--- src/sv/erpe_pkg.sv ---
// Package for the rule predicate evaluator: sizes, operation and compare
// codes, predicate layout, and the controller/datapath command and status types.
// No dependencies.
package erpe_pkg;

  // Table sizes
  localparam int unsigned NumRules   = 16;
  localparam int unsigned MaxPreds   = 4;
  localparam int unsigned NumInputs  = 16;

  // Field widths fixed by the item layout
  localparam int unsigned OpW        = 2;
  localparam int unsigned IdxW       = 4;
  localparam int unsigned SlotW      = 2;
  localparam int unsigned KindW      = 2;
  localparam int unsigned ValW       = 32;
  localparam int unsigned CntW       = 3;
  localparam int unsigned MaskW      = 16;

  // Predicate table depth and address width
  localparam int unsigned PredDepth  = NumRules * MaxPreds;
  localparam int unsigned PredAddrW  = $clog2(PredDepth);
  localparam int unsigned RuleW      = $clog2(NumRules);

  // Item operations
  typedef enum logic [OpW-1:0] {
    OP_SET_INPUT  = 2'd0,
    OP_WRITE_PRED = 2'd1,
    OP_SET_COUNT  = 2'd2,
    OP_EVALUATE   = 2'd3
  } op_e;

  // Comparison kinds
  typedef enum logic [KindW-1:0] {
    CMP_EQ   = 2'd0,
    CMP_GT   = 2'd1,
    CMP_LT   = 2'd2,
    CMP_NONE = 2'd3
  } cmp_e;

  // One stored predicate
  typedef struct packed {
    logic [IdxW-1:0]        src;
    logic [KindW-1:0]       kind;
    logic signed [ValW-1:0] constant;
  } pred_t;

  // Controller states
  typedef enum logic [1:0] {
    ST_IDLE  = 2'd0,
    ST_WALK  = 2'd1,
    ST_FLUSH = 2'd2,
    ST_HOLD  = 2'd3
  } state_e;

  // Controller to datapath
  typedef struct packed {
    logic write_en;   // apply a table write for the accepted word
    logic start;      // open an evaluation walk
    logic walk;       // read the next predicate entry
    logic load_out;   // move the finished mask into the output register
  } ctrl_cmd_t;

  // Datapath to controller
  typedef struct packed {
    logic last_addr;  // walk pointer sits on the final entry
    logic out_busy;   // output register holds a word that is not taken
  } dp_stat_t;

endpackage

--- src/sv/erpe_ctrl.sv ---
// Controller of the rule predicate evaluator: input handshake and the
// evaluation walk sequencer. Depends on erpe_pkg.
module erpe_ctrl (
  input  logic                      clk_i,
  input  logic                      rst_ni,
  input  logic                      in_valid_i,
  input  logic [erpe_pkg::OpW-1:0]  operation_i,
  output logic                      in_ready_o,
  input  erpe_pkg::dp_stat_t        stat_i,
  output erpe_pkg::ctrl_cmd_t       cmd_o
);

  erpe_pkg::state_e state_q, state_d;
  logic             accept;
  logic             is_eval;

  assign in_ready_o = (state_q == erpe_pkg::ST_IDLE);
  assign accept     = in_valid_i && in_ready_o;
  assign is_eval    = (operation_i == erpe_pkg::OP_EVALUATE);

  // Next state
  always_comb begin
    state_d = state_q;
    case (state_q)
      erpe_pkg::ST_IDLE: begin
        if (accept && is_eval) state_d = erpe_pkg::ST_WALK;
      end
      erpe_pkg::ST_WALK: begin
        if (stat_i.last_addr) state_d = erpe_pkg::ST_FLUSH;
      end
      erpe_pkg::ST_FLUSH: begin
        state_d = erpe_pkg::ST_HOLD;
      end
      erpe_pkg::ST_HOLD: begin
        if (!stat_i.out_busy) state_d = erpe_pkg::ST_IDLE;
      end
      default: begin
        state_d = erpe_pkg::ST_IDLE;
      end
    endcase
  end

  // Commands
  always_comb begin
    cmd_o = '0;
    case (state_q)
      erpe_pkg::ST_IDLE: begin
        cmd_o.write_en = accept && !is_eval;
        cmd_o.start    = accept && is_eval;
      end
      erpe_pkg::ST_WALK: begin
        cmd_o.walk = 1'b1;
      end
      erpe_pkg::ST_HOLD: begin
        cmd_o.load_out = !stat_i.out_busy;
      end
      default: begin
        cmd_o = '0;
      end
    endcase
  end

  // State register
  always_ff @(posedge clk_i or negedge rst_ni) begin
    if (!rst_ni) begin
      state_q <= erpe_pkg::ST_IDLE;
    end else begin
      state_q <= state_d;
    end
  end

endmodule

--- src/sv/erpe_dpath.sv ---
// Datapath of the rule predicate evaluator: input values, rule counts,
// predicate memory, compare stage, fired mask and output register. Depends on erpe_pkg.
module erpe_dpath (
  input  logic                             clk_i,
  input  logic                             rst_ni,
  input  logic [erpe_pkg::OpW-1:0]         operation_i,
  input  logic [erpe_pkg::IdxW-1:0]        target_index_i,
  input  logic [erpe_pkg::SlotW-1:0]       slot_i,
  input  logic [erpe_pkg::IdxW-1:0]        source_input_i,
  input  logic [erpe_pkg::KindW-1:0]       compare_kind_i,
  input  logic signed [erpe_pkg::ValW-1:0] operand_value_i,
  input  logic [erpe_pkg::CntW-1:0]        predicate_count_i,
  input  erpe_pkg::ctrl_cmd_t              cmd_i,
  output erpe_pkg::dp_stat_t               stat_o,
  output logic                             out_valid_o,
  input  logic                             out_ready_i,
  output logic [erpe_pkg::MaskW-1:0]       fired_mask_o
);

  logic signed [erpe_pkg::ValW-1:0] in_vals_q [erpe_pkg::NumInputs];
  logic [erpe_pkg::CntW-1:0]        counts_q  [erpe_pkg::NumRules];
  erpe_pkg::pred_t                  pred_mem  [erpe_pkg::PredDepth];

  logic [erpe_pkg::PredAddrW-1:0]   addr_q;
  erpe_pkg::pred_t                  rd_q;
  logic [erpe_pkg::PredAddrW-1:0]   tag_q;
  logic                             tag_vld_q;
  logic [erpe_pkg::MaskW-1:0]       mask_q;
  logic [erpe_pkg::MaskW-1:0]       fired_q;
  logic                             out_valid_q;

  logic [erpe_pkg::PredAddrW-1:0]   wr_addr;
  logic [erpe_pkg::CntW-1:0]        cnt_sat;
  logic [erpe_pkg::RuleW-1:0]       tag_rule;
  logic [erpe_pkg::SlotW-1:0]       tag_slot;
  logic signed [erpe_pkg::ValW-1:0] src_val;
  logic                             holds;
  logic                             active;
  logic                             tgt_input_ok;
  logic                             tgt_rule_ok;
  logic                             slot_ok;

  assign wr_addr  = erpe_pkg::PredAddrW'({target_index_i, slot_i});
  assign tgt_input_ok = (32'(target_index_i) < erpe_pkg::NumInputs);
  assign tgt_rule_ok  = (32'(target_index_i) < erpe_pkg::NumRules);
  assign slot_ok      = (32'(slot_i) < erpe_pkg::MaxPreds);
  assign cnt_sat  = (32'(predicate_count_i) > erpe_pkg::MaxPreds)
                  ? erpe_pkg::CntW'(erpe_pkg::MaxPreds) : predicate_count_i;

  // Status toward the controller
  assign stat_o.last_addr = (addr_q == erpe_pkg::PredAddrW'(erpe_pkg::PredDepth - 1));
  assign stat_o.out_busy  = out_valid_q && !out_ready_i;

  // Compare stage on the registered predicate
  assign tag_rule = tag_q[erpe_pkg::PredAddrW-1:erpe_pkg::SlotW];
  assign tag_slot = tag_q[erpe_pkg::SlotW-1:0];
  assign src_val  = (32'(rd_q.src) < erpe_pkg::NumInputs) ? in_vals_q[rd_q.src] : '0;
  assign active   = ({1'b0, tag_slot} < counts_q[tag_rule]);

  always_comb begin
    case (rd_q.kind)
      erpe_pkg::CMP_EQ: holds = (src_val == rd_q.constant);
      erpe_pkg::CMP_GT: holds = (src_val >  rd_q.constant);
      erpe_pkg::CMP_LT: holds = (src_val <  rd_q.constant);
      default:          holds = 1'b1;
    endcase
  end

  // Input values and rule counts
  always_ff @(posedge clk_i or negedge rst_ni) begin
    if (!rst_ni) begin
      for (int i = 0; i < erpe_pkg::NumInputs; i++) in_vals_q[i] <= '0;
      for (int r = 0; r < erpe_pkg::NumRules; r++) counts_q[r] <= '0;
    end else if (cmd_i.write_en) begin
      if (operation_i == erpe_pkg::OP_SET_INPUT && tgt_input_ok) begin
        in_vals_q[target_index_i] <= operand_value_i;
      end
      if (operation_i == erpe_pkg::OP_SET_COUNT && tgt_rule_ok) begin
        counts_q[target_index_i] <= cnt_sat;
      end
    end
  end

  // Predicate memory: one write port, one registered read port
  always_ff @(posedge clk_i) begin
    if (cmd_i.write_en && operation_i == erpe_pkg::OP_WRITE_PRED && tgt_rule_ok && slot_ok) begin
      pred_mem[wr_addr] <= '{src: source_input_i, kind: compare_kind_i,
                             constant: operand_value_i};
    end
    if (cmd_i.walk) begin
      rd_q <= pred_mem[addr_q];
    end
  end

  // Advance the walk pointer and tag the entry in flight
  always_ff @(posedge clk_i or negedge rst_ni) begin
    if (!rst_ni) begin
      addr_q    <= '0;
      tag_q     <= '0;
      tag_vld_q <= 1'b0;
    end else begin
      tag_vld_q <= cmd_i.walk;
      if (cmd_i.start) begin
        addr_q <= '0;
      end else if (cmd_i.walk) begin
        addr_q <= addr_q + 1'b1;
        tag_q  <= addr_q;
      end
    end
  end

  // Seed the mask with nonzero counts, drop rules with a failing predicate
  always_ff @(posedge clk_i or negedge rst_ni) begin
    if (!rst_ni) begin
      mask_q <= '0;
    end else if (cmd_i.start) begin
      for (int r = 0; r < erpe_pkg::MaskW; r++) begin
        mask_q[r] <= (r < erpe_pkg::NumRules) ? (counts_q[r] != '0) : 1'b0;
      end
    end else if (tag_vld_q && active && !holds) begin
      mask_q[tag_rule] <= 1'b0;
    end
  end

  // Output word register
  always_ff @(posedge clk_i or negedge rst_ni) begin
    if (!rst_ni) begin
      out_valid_q <= 1'b0;
    end else if (cmd_i.load_out) begin
      out_valid_q <= 1'b1;
    end else if (out_ready_i) begin
      out_valid_q <= 1'b0;
    end
  end

  always_ff @(posedge clk_i) begin
    if (cmd_i.load_out) fired_q <= mask_q;
  end

  assign out_valid_o  = out_valid_q;
  assign fired_mask_o = fired_q;

endmodule

--- src/sv/eca_rule_predicate_evaluator.sv ---
// Top level of the rule predicate evaluator: controller plus datapath.
// Depends on erpe_pkg, erpe_ctrl and erpe_dpath.
//
//   channel | handshake              | word
//   --------+------------------------+-------------------------------------------
//   in      | in_valid_i / in_ready_o | operation, target_index, slot, source_input,
//           |                        | compare_kind, operand_value, predicate_count
//   out     | out_valid_o/out_ready_i | fired_mask
//
// Table writes leave the controller idle and ready for the next word. Evaluate walks
// all 64 predicate entries, one memory read and one 32-bit compare per cycle; a
// flush state then lets the last compare land, and a hold state loads the result
// word once the output register is free or its word is taken. Input is refused
// during the walk, the flush and while a finished mask waits for the output register
// to free. Reset clears input values and rule counts; the predicate memory is not cleared.
module eca_rule_predicate_evaluator (
  input  logic                             clk_i,
  input  logic                             rst_ni,
  input  logic                             in_valid_i,
  output logic                             in_ready_o,
  input  logic [erpe_pkg::OpW-1:0]         operation_i,
  input  logic [erpe_pkg::IdxW-1:0]        target_index_i,
  input  logic [erpe_pkg::SlotW-1:0]       slot_i,
  input  logic [erpe_pkg::IdxW-1:0]        source_input_i,
  input  logic [erpe_pkg::KindW-1:0]       compare_kind_i,
  input  logic signed [erpe_pkg::ValW-1:0] operand_value_i,
  input  logic [erpe_pkg::CntW-1:0]        predicate_count_i,
  output logic                             out_valid_o,
  input  logic                             out_ready_i,
  output logic [erpe_pkg::MaskW-1:0]       fired_mask_o
);

  erpe_pkg::ctrl_cmd_t cmd;
  erpe_pkg::dp_stat_t  stat;

  erpe_ctrl u_ctrl (
    .clk_i       (clk_i),
    .rst_ni      (rst_ni),
    .in_valid_i  (in_valid_i),
    .operation_i (operation_i),
    .in_ready_o  (in_ready_o),
    .stat_i      (stat),
    .cmd_o       (cmd)
  );

  erpe_dpath u_dpath (
    .clk_i             (clk_i),
    .rst_ni            (rst_ni),
    .operation_i       (operation_i),
    .target_index_i    (target_index_i),
    .slot_i            (slot_i),
    .source_input_i    (source_input_i),
    .compare_kind_i    (compare_kind_i),
    .operand_value_i   (operand_value_i),
    .predicate_count_i (predicate_count_i),
    .cmd_i             (cmd),
    .stat_o            (stat),
    .out_valid_o       (out_valid_o),
    .out_ready_i       (out_ready_i),
    .fired_mask_o      (fired_mask_o)
  );

endmodule
--- config.mk ---
export PLATFORM = sky130hd
export DESIGN_NAME = eca_rule_predicate_evaluator
export DESIGN_NICKNAME = d
export VERILOG_FILES = /design/src/sv/erpe_pkg.sv /design/src/sv/erpe_ctrl.sv /design/src/sv/erpe_dpath.sv /design/src/sv/eca_rule_predicate_evaluator.sv
export SDC_FILE = /design/constraint.sdc
export NUM_CORES = 2
export LEC_CHECK = 0
export ABC_CLOCK_PERIOD_IN_PS = 12400
export BUFFER_PORTS_ARGS = -buffer_cell sky130_fd_sc_hd__buf_2
export CORE_ASPECT_RATIO = 0.8
export CORE_MARGIN = 2
export CORE_UTILIZATION = 30
export DETAILED_ROUTE_END_ITERATION = 12
export GPL_TIMING_DRIVEN = 0
export PLACE_DENSITY_LB_ADDON = 0.15
export SKIP_LAST_GASP = 1
export SLEW_MARGIN = 20
export SYNTH_ARGS = -nofsm -noshare
export SYNTH_HDL_FRONTEND = slang
export SYNTH_HIERARCHICAL = 1
export SYNTH_SLANG_ARGS = --single-unit
--- constraint.sdc ---
create_clock -name clk_i -period 12.4 [get_ports clk_i]
set_input_delay 0 -clock clk_i [delete_from_list [all_inputs] [get_ports clk_i]]
set_output_delay 0 -clock clk_i [all_outputs]
set_load 0.01 [all_outputs]
Word level (Yosys, flattened, before mapping)
Memories as Yosys holds them, arrays and structs flattened. A register that Yosys moved wholly into a read port is not among the register bits.
Cells that the tools add are included.
{"block": "classes", "addsub": 1, "n_lt_le_gt_ge": 10, "n_eq_ne": 13, "n_mux": 31, "n_bitwise": 6, "reduce_logical": 39}
{"operator": "bitwise mux 512 bit", "n": 1}
{"operator": "binary-select mux 32 bit (select 4 bit)", "n": 1}
{"operator": "demux 32 bit (select 4 bit)", "n": 1}
{"operator": "two-way mux 32 bit", "n": 3}
{"operator": "bitwise mux 48 bit", "n": 1}
{"operator": "nonzero test 3 bit", "n": 16}
{"operator": "== test 32 bit", "n": 1}
{"operator": "greater-than comparator 32 bit", "n": 1}
{"operator": "less-than comparator 32 bit", "n": 1}
{"operator": "two-way mux 16 bit", "n": 2}
{"operator": "bitwise AND 16 bit", "n": 1}
{"operator": "NOT 16 bit", "n": 1}
{"operator": "greater-or-equal comparator 5 bit (second input constant)", "n": 3}
{"operator": "NOT 4 -> 5 bit", "n": 3}
{"operator": "binary-select mux 3 bit (select 4 bit)", "n": 1}
{"operator": "demux 3 bit (select 4 bit)", "n": 1}
{"operator": "two-way mux 3 bit", "n": 4}
{"operator": "two-way mux 6 bit", "n": 2}
{"operator": "== test 2 bit (second input constant)", "n": 5}
{"operator": "logical AND 1 bit", "n": 9}
{"operator": "two-way mux 2 bit", "n": 4}
{"operator": "case mux 2 bit (4 select lines)", "n": 1}
{"operator": "two-way mux 1 bit", "n": 7}
{"operator": "adder 6 x 1 -> 6 bit (second input constant)", "n": 1}
{"operator": "16 further kinds", "n": 29}
{"block": "word_totals", "register_bits": 608, "mem_bits_rw": 2432, "in_bits": 53, "output_inout_bits": 18, "wordCells": 140, "n_memories": 1}
{"memory": "u_dpath.pred_mem", "depth": 64, "width": 38, "rd": 1, "rd_ports_with_merged_regs": 1, "write_ports": 1, "line_no": "erpe_dpath.sv:22", "rtl": "erpe_pkg::pred_t pred_mem [erpe_pkg::PredDepth];"}

Longest topological paths before layout
{"block": "depth", "word_depth": 10, "mapped_depth": 13, "ltp_nobuf": 11}

Hierarchy
Netlist, hierarchy kept.
{"mod": "erpe_dpath", "n_inst": 1, "cells_each": 5325, "area_per_inst_um2": 121183.7, "seq_area_each_um2": 89415.8}
{"mod": "erpe_ctrl", "n_inst": 1, "cells_each": 20, "area_per_inst_um2": 180.2, "seq_area_each_um2": 50.0}

Worst setup path after synthesis
OpenSTA, ideal clock, no wires.
{"block": "synth_path", "path_kind": "register -> register", "from": "register u_dpath/rd_q[34] (netlist name)", "to": "register u_dpath/mask_q[10] (netlist name)", "setup_ns": 0.131, "arrival_ns": 4.188, "required_time_ns": 12.269, "slack_ns": 8.081, "path_stages_with_launch": 14, "path_buffers": 3, "synth_period_minus_slack_ns": 4.319, "cell_sequence": "edfxtp_1 buf_2 buf_1 mux4_2 mux4_2 ha_1 a21o_1 a21o_1 a221o_1 o311ai_1 a211oi_1 a211oi_2 buf_4 o22ai_1"}
{"block": "synth_between", "elab_chain_len": 9, "word_cells_on_any_way": 11, "cone_classes": "order compare (2); eq/ne (1); mux (4); bitwise (1); reduce/logical (3)"}
{"item": "NOT 4 -> 5 bit (not written as such) (*)", "line_no": "erpe_dpath.sv:57", "rtl": "assign src_val = (32'(rd_q.src) < erpe_pkg::NumInputs) ? in_vals_q[rd_q.src] : '0;"}
{"item": "binary-select mux 32 bit (select 4 bit) (*)", "line_no": "erpe_dpath.sv:57"}
{"item": "two-way mux 32 bit (not written as such) (*) (2 in a row)", "line_no": "erpe_dpath.sv:57"}
{"item": "less-than comparator 32 bit, or another cell as far along", "line_no": "erpe_dpath.sv:64", "rtl": "erpe_pkg::CMP_LT: holds = (src_val < rd_q.constant);"}
{"item": "case mux 1 bit (3 select lines) (*)", "line_no": "erpe_dpath.sv:61", "rtl": "case (rd_q.kind)"}
{"item": "zero test 1 bit (*)", "line_no": "erpe_dpath.sv:120", "rtl": "end else if (tag_vld_q && active && !holds) begin"}
{"item": "logical AND 1 bit (*)", "line_no": "erpe_dpath.sv:120"}
{"item": "nonzero test 2 bit (no line) (*)"}
{"item": "to (signal, indexed assignment)", "line_no": "erpe_dpath.sv:118", "rtl": "mask_q[r] <= (r < erpe_pkg::NumRules) ? (counts_q[r] != '0) : 1'b0;"}
{"item": "to (decl)", "line_no": "erpe_dpath.sv:28", "rtl": "logic [erpe_pkg::MaskW-1:0] mask_q;"}
Mark *: on every way between the ends. The rest lies on a longest branch, timed or not. The select of a mux whose other input is x is not followed.
A chain may end at the register's enable or synchronous reset.

Worst setup path after layout
{"block": "layout_path", "from": "register u_dpath/rd_q[35] (netlist name)", "to": "register u_dpath/mask_q[10] (netlist name)"}
{"block": "layout_between", "elab_chain_len": 9, "word_cells_on_any_way": 11, "cone_classes": "order compare (2); eq/ne (1); mux (4); bitwise (1); reduce/logical (3)"}
{"item": "NOT 4 -> 5 bit (not written as such) (*)", "line_no": "erpe_dpath.sv:57"}
{"item": "binary-select mux 32 bit (select 4 bit) (*)", "line_no": "erpe_dpath.sv:57"}
{"item": "two-way mux 32 bit (not written as such) (*) (2 in a row)", "line_no": "erpe_dpath.sv:57"}
{"item": "less-than comparator 32 bit, or another cell as far along", "line_no": "erpe_dpath.sv:64"}
{"item": "case mux 1 bit (3 select lines) (*)", "line_no": "erpe_dpath.sv:61"}
{"item": "zero test 1 bit (*)", "line_no": "erpe_dpath.sv:120"}
{"item": "logical AND 1 bit (*)", "line_no": "erpe_dpath.sv:120"}
{"item": "nonzero test 2 bit (no line) (*)"}
Marks and branches as above.

==> impl_results.md <==
- Status: completed
- Pwr dens: 208 nW/um2
- TritonCTS Buffers: 333
- DP Worst Slack: 5.95 ns
- Leading cell types in the layout, fill and taps excluded: edfxtp_1 (2486), mux4_2 (972), dfrtp_1 (592)
- Fillcell total: 36800
- Clk pin slew, worst setup/hold paths: 0.06 ns
- Worst skew pair latency: 0.95 ns
- Worst R2R Path Depth: 13
- Setup_tns: 0 ns
- Area grow syn2layout: 19.7%
- Wirelength, routed: 379 mm
- Post-route ant nets: 0
- Seq/Total Area, Yosys: 0.737
- Drt first pass iters: 6
- Vias per cell: 5.14
- Critical Path Start Type: flop
- Most used DFF post-synth: edfxtp_1
- Die Ht: 573 um
- Clock Tree Root: clkbuf_16
- Starting Density: 0.302
- Min-Delay Path Depth: 2
- Die Wd: 715 um
- Critical path arrival: 7.35 ns
- CTS tree: yes
- Met3 WL: 22.5 mm
- Period minus WS final: 6.57 ns
- Critical Path Sink Type: flop
- Worst IR Drop VDD: 0.131 mV
- Leak Pwr: 49.2 nW
- Initial antenna violation count: 52
- Worst setup margin: 5.83 ns
- Clock Path Buffers: 4
- Clk_skew: 0.0486 ns
- Crit Path Max Fanout: 10
- Aggregate global-route resource usage: 0.183
- Crit path kind: reg -> reg
- Async SR Flop Fraction: 0.192
- Hold Crit Class: in -> reg
- Remaining global-route overflow: 0
- CTS sink count: 3078
- Metal-1 WL: 179 mm
- Worst hold path startpoint: operand_value_i[15]
- Nets: 6092
- First-pass GRT wire length: 519 mm
- Hold Buf Count CTS: 69
- Final setup viols: 0
- CP required: 13.18 ns
- Vias: 59900
- Worst Max-Slew Pin Slew: 1.21 ns
- Most common cell after layout, fill and taps aside: edfxtp_1
- Row Count: 208
- Mapped Cells: 5345
- Share of cells above drive strength 1: 0.393
- Hold endpoint: u_dpath/pred_mem[27][15]
- Net count after synthesis: 5436
- Post-DR wirelength/cell: 32.5 um
- Reg2reg setup slack: 5.83 ns
- Max layer used: met5
- Core Util, Final: 0.361
- Number of synthesized flops with an enable pin: 2486
- Largest net degree at the start of global routing: 98
- I/O Buffers: 68
- Reg-to-reg endpoint: u_dpath/mask_q[10]
- Detailed-placement wirelength estimate: 263 mm
- Max H-tree Level: 5
- Yosys warns: 6
- DRC viols: 0
- Vias in the first global route: 60800
- Final Wtd Congestion: 0.789
- Max transition margin: 0.191
- Initial DRC Count: 6810
- Setup bufs post-CTS: 0
- Core Area: 402000 um2
- FF-to-FF Start: u_dpath/rd_q[35]
- Max-Cap Viols: 0
- Post_cts resized: 0
- Pwr Total: 30.2 mW
- Cell variety after synth: 50
- Die area: 410000 um2
- Syn avg cell area: 22.7 um2
- Fin. Hold Viols: 0
- Number of synthesized register bits: 3078
- Met2 WL: 169 mm
- Period utilization: 0.530
- RSZ-0062 raised after global routing: no
- Io pins: 71
- Highest Clock Rate: 152 MHz
- Max Slew Vio Count: 0
- Mapped Area: 121000 um2
==> routing by layer <==
metal  track usage  vias up
li1              -    23800
met1         0.281    33700
met2         0.275     1926
met3        0.0251      405
met4        0.0378        6
met5             0        -
==> critical path, stage by stage (launching register included) <==
cell	delay [ns]
edfxtp_1	0.42
clkbuf_1	0.76
clkbuf_1	0.96
mux4_2	0.47
mux4_2	0.56
ha_1	0.33
nand4_1	0.16
nor4_2	0.78
a21boi_0	0.27
o311ai_1	0.23
a21o_1	0.27
a211oi_2	0.78
buf_4	0.31
o22ai_1	0.08
==> state kept, by name (all words and copies together) (netlist names) <==
name and flops:
u_ctrl/state_q 2, u_dpath/addr_q 6, u_dpath/counts_q 48, u_dpath/fired_mask_o 16
u_dpath/in_vals_q 512, u_dpath/mask_q 16, u_dpath/out_valid_o 1, u_dpath/pred_mem 2432
u_dpath/rd_q 38, u_dpath/tag_q 6, u_dpath/tag_vld_q 1
==> cells in the mapped netlist (3+ instances only) <==
library cell | number | area share
a21o_1 | 4 | 0.00025
a21oi_1 | 29 | 0.0012
and3b_1 | 3 | 0.00022
buf_1 | 93 | 0.0029
buf_2 | 47 | 0.0019
buf_4 | 17 | 0.0011
buf_6 | 6 | 0.00056
clkbuf_1 | 158 | 0.0049
dfrtp_1 | 592 | 0.12
edfxtp_1 | 2486 | 0.62
ha_1 | 38 | 0.0039
inv_1 | 38 | 0.0012
mux2_2 | 551 | 0.051
mux4_2 | 972 | 0.18
nand2_1 | 71 | 0.0022
nand2b_1 | 19 | 0.00098
nand3_1 | 15 | 0.00062
nand3b_1 | 3 | 0.00019
nand4_1 | 10 | 0.00052
nor2_1 | 89 | 0.0028
nor2b_1 | 12 | 0.00062
nor3_1 | 3 | 0.00012
nor3b_1 | 3 | 0.00019
nor4b_1 | 16 | 0.0012
o21ai_0 | 20 | 0.00082
o22ai_1 | 16 | 0.00082
or3_1 | 3 | 0.00015
xor2_1 | 3 | 0.00022
==> final cells by class <==
type | count | area, um2 | share of cell area
sequential | 3078 | 89500 | 0.616
multi-input combinational | 1908 | 30900 | 0.213
clock buffer | 416 | 9020 | 0.0620
tap | 5355 | 6700 | 0.0461
timing repair buffer | 321 | 5620 | 0.0387
clock inverter | 185 | 1990 | 0.0137
buffer | 321 | 1440 | 0.00988
inverter | 38 | 143 | 0.000982
antenna | 19 | 47.5 | 0.000327
==> power by group <==
part / leakage [nW] / internal [mW] / total (mW) / switching, mW
sequential: 30.4 / 11.5 / 11.7 / 0.146
clock: 5.35 / 5.88 / 10.1 / 4.24
combinational: 13.5 / 3.40 / 8.46 / 5.06
total: 49.2 / 20.8 / 30.2 / 9.45
==> cells by family after synthesis <==
group	after synthesis	synth area share
DFF	3078	0.737
AOI/OAI and AO/OA	83	0.00410
xor gates and xnor gates	4	0.000289
buffers and inverters	359	0.0125
muxes	1526	0.232
adders and majority gates	38	0.00392
and+or+nand+nor	257	0.0103
==> stage by stage <==
step / hold WS [ns] / std cells / instance area (um2)
after detailed placement: -0.0119 / 11000 / 134000
final: 0.0731 / 11600 / 145000
after floorplan: -0.296 / 5345 / 121000
after global placement: 0.413 / 10800 / 128000
after CTS: 0.00640 / 11600 / 145000
after global routing: 0.0559 / 11600 / 145000
==> worst max-delay path by stage <==
stage                     start                    end  slack, ns  cells past startpoint
2_1_floorplan  u_dpath/rd_q[34]     u_dpath/mask_q[10]       8.08                     13
3_3_place_gp             rst_ni  u_dpath/in_vals_q[38]      -1.46                      1
3_5_place_dp   u_dpath/rd_q[35]     u_dpath/mask_q[11]       5.95                     13
4_1_cts        u_dpath/rd_q[35]     u_dpath/mask_q[11]       5.94                     13
5_1_grt        u_dpath/rd_q[35]      u_dpath/mask_q[7]       5.81                     13
6_report       u_dpath/rd_q[35]     u_dpath/mask_q[10]       5.83                     13
No activity file was read; power rests on OpenSTA's default activity.
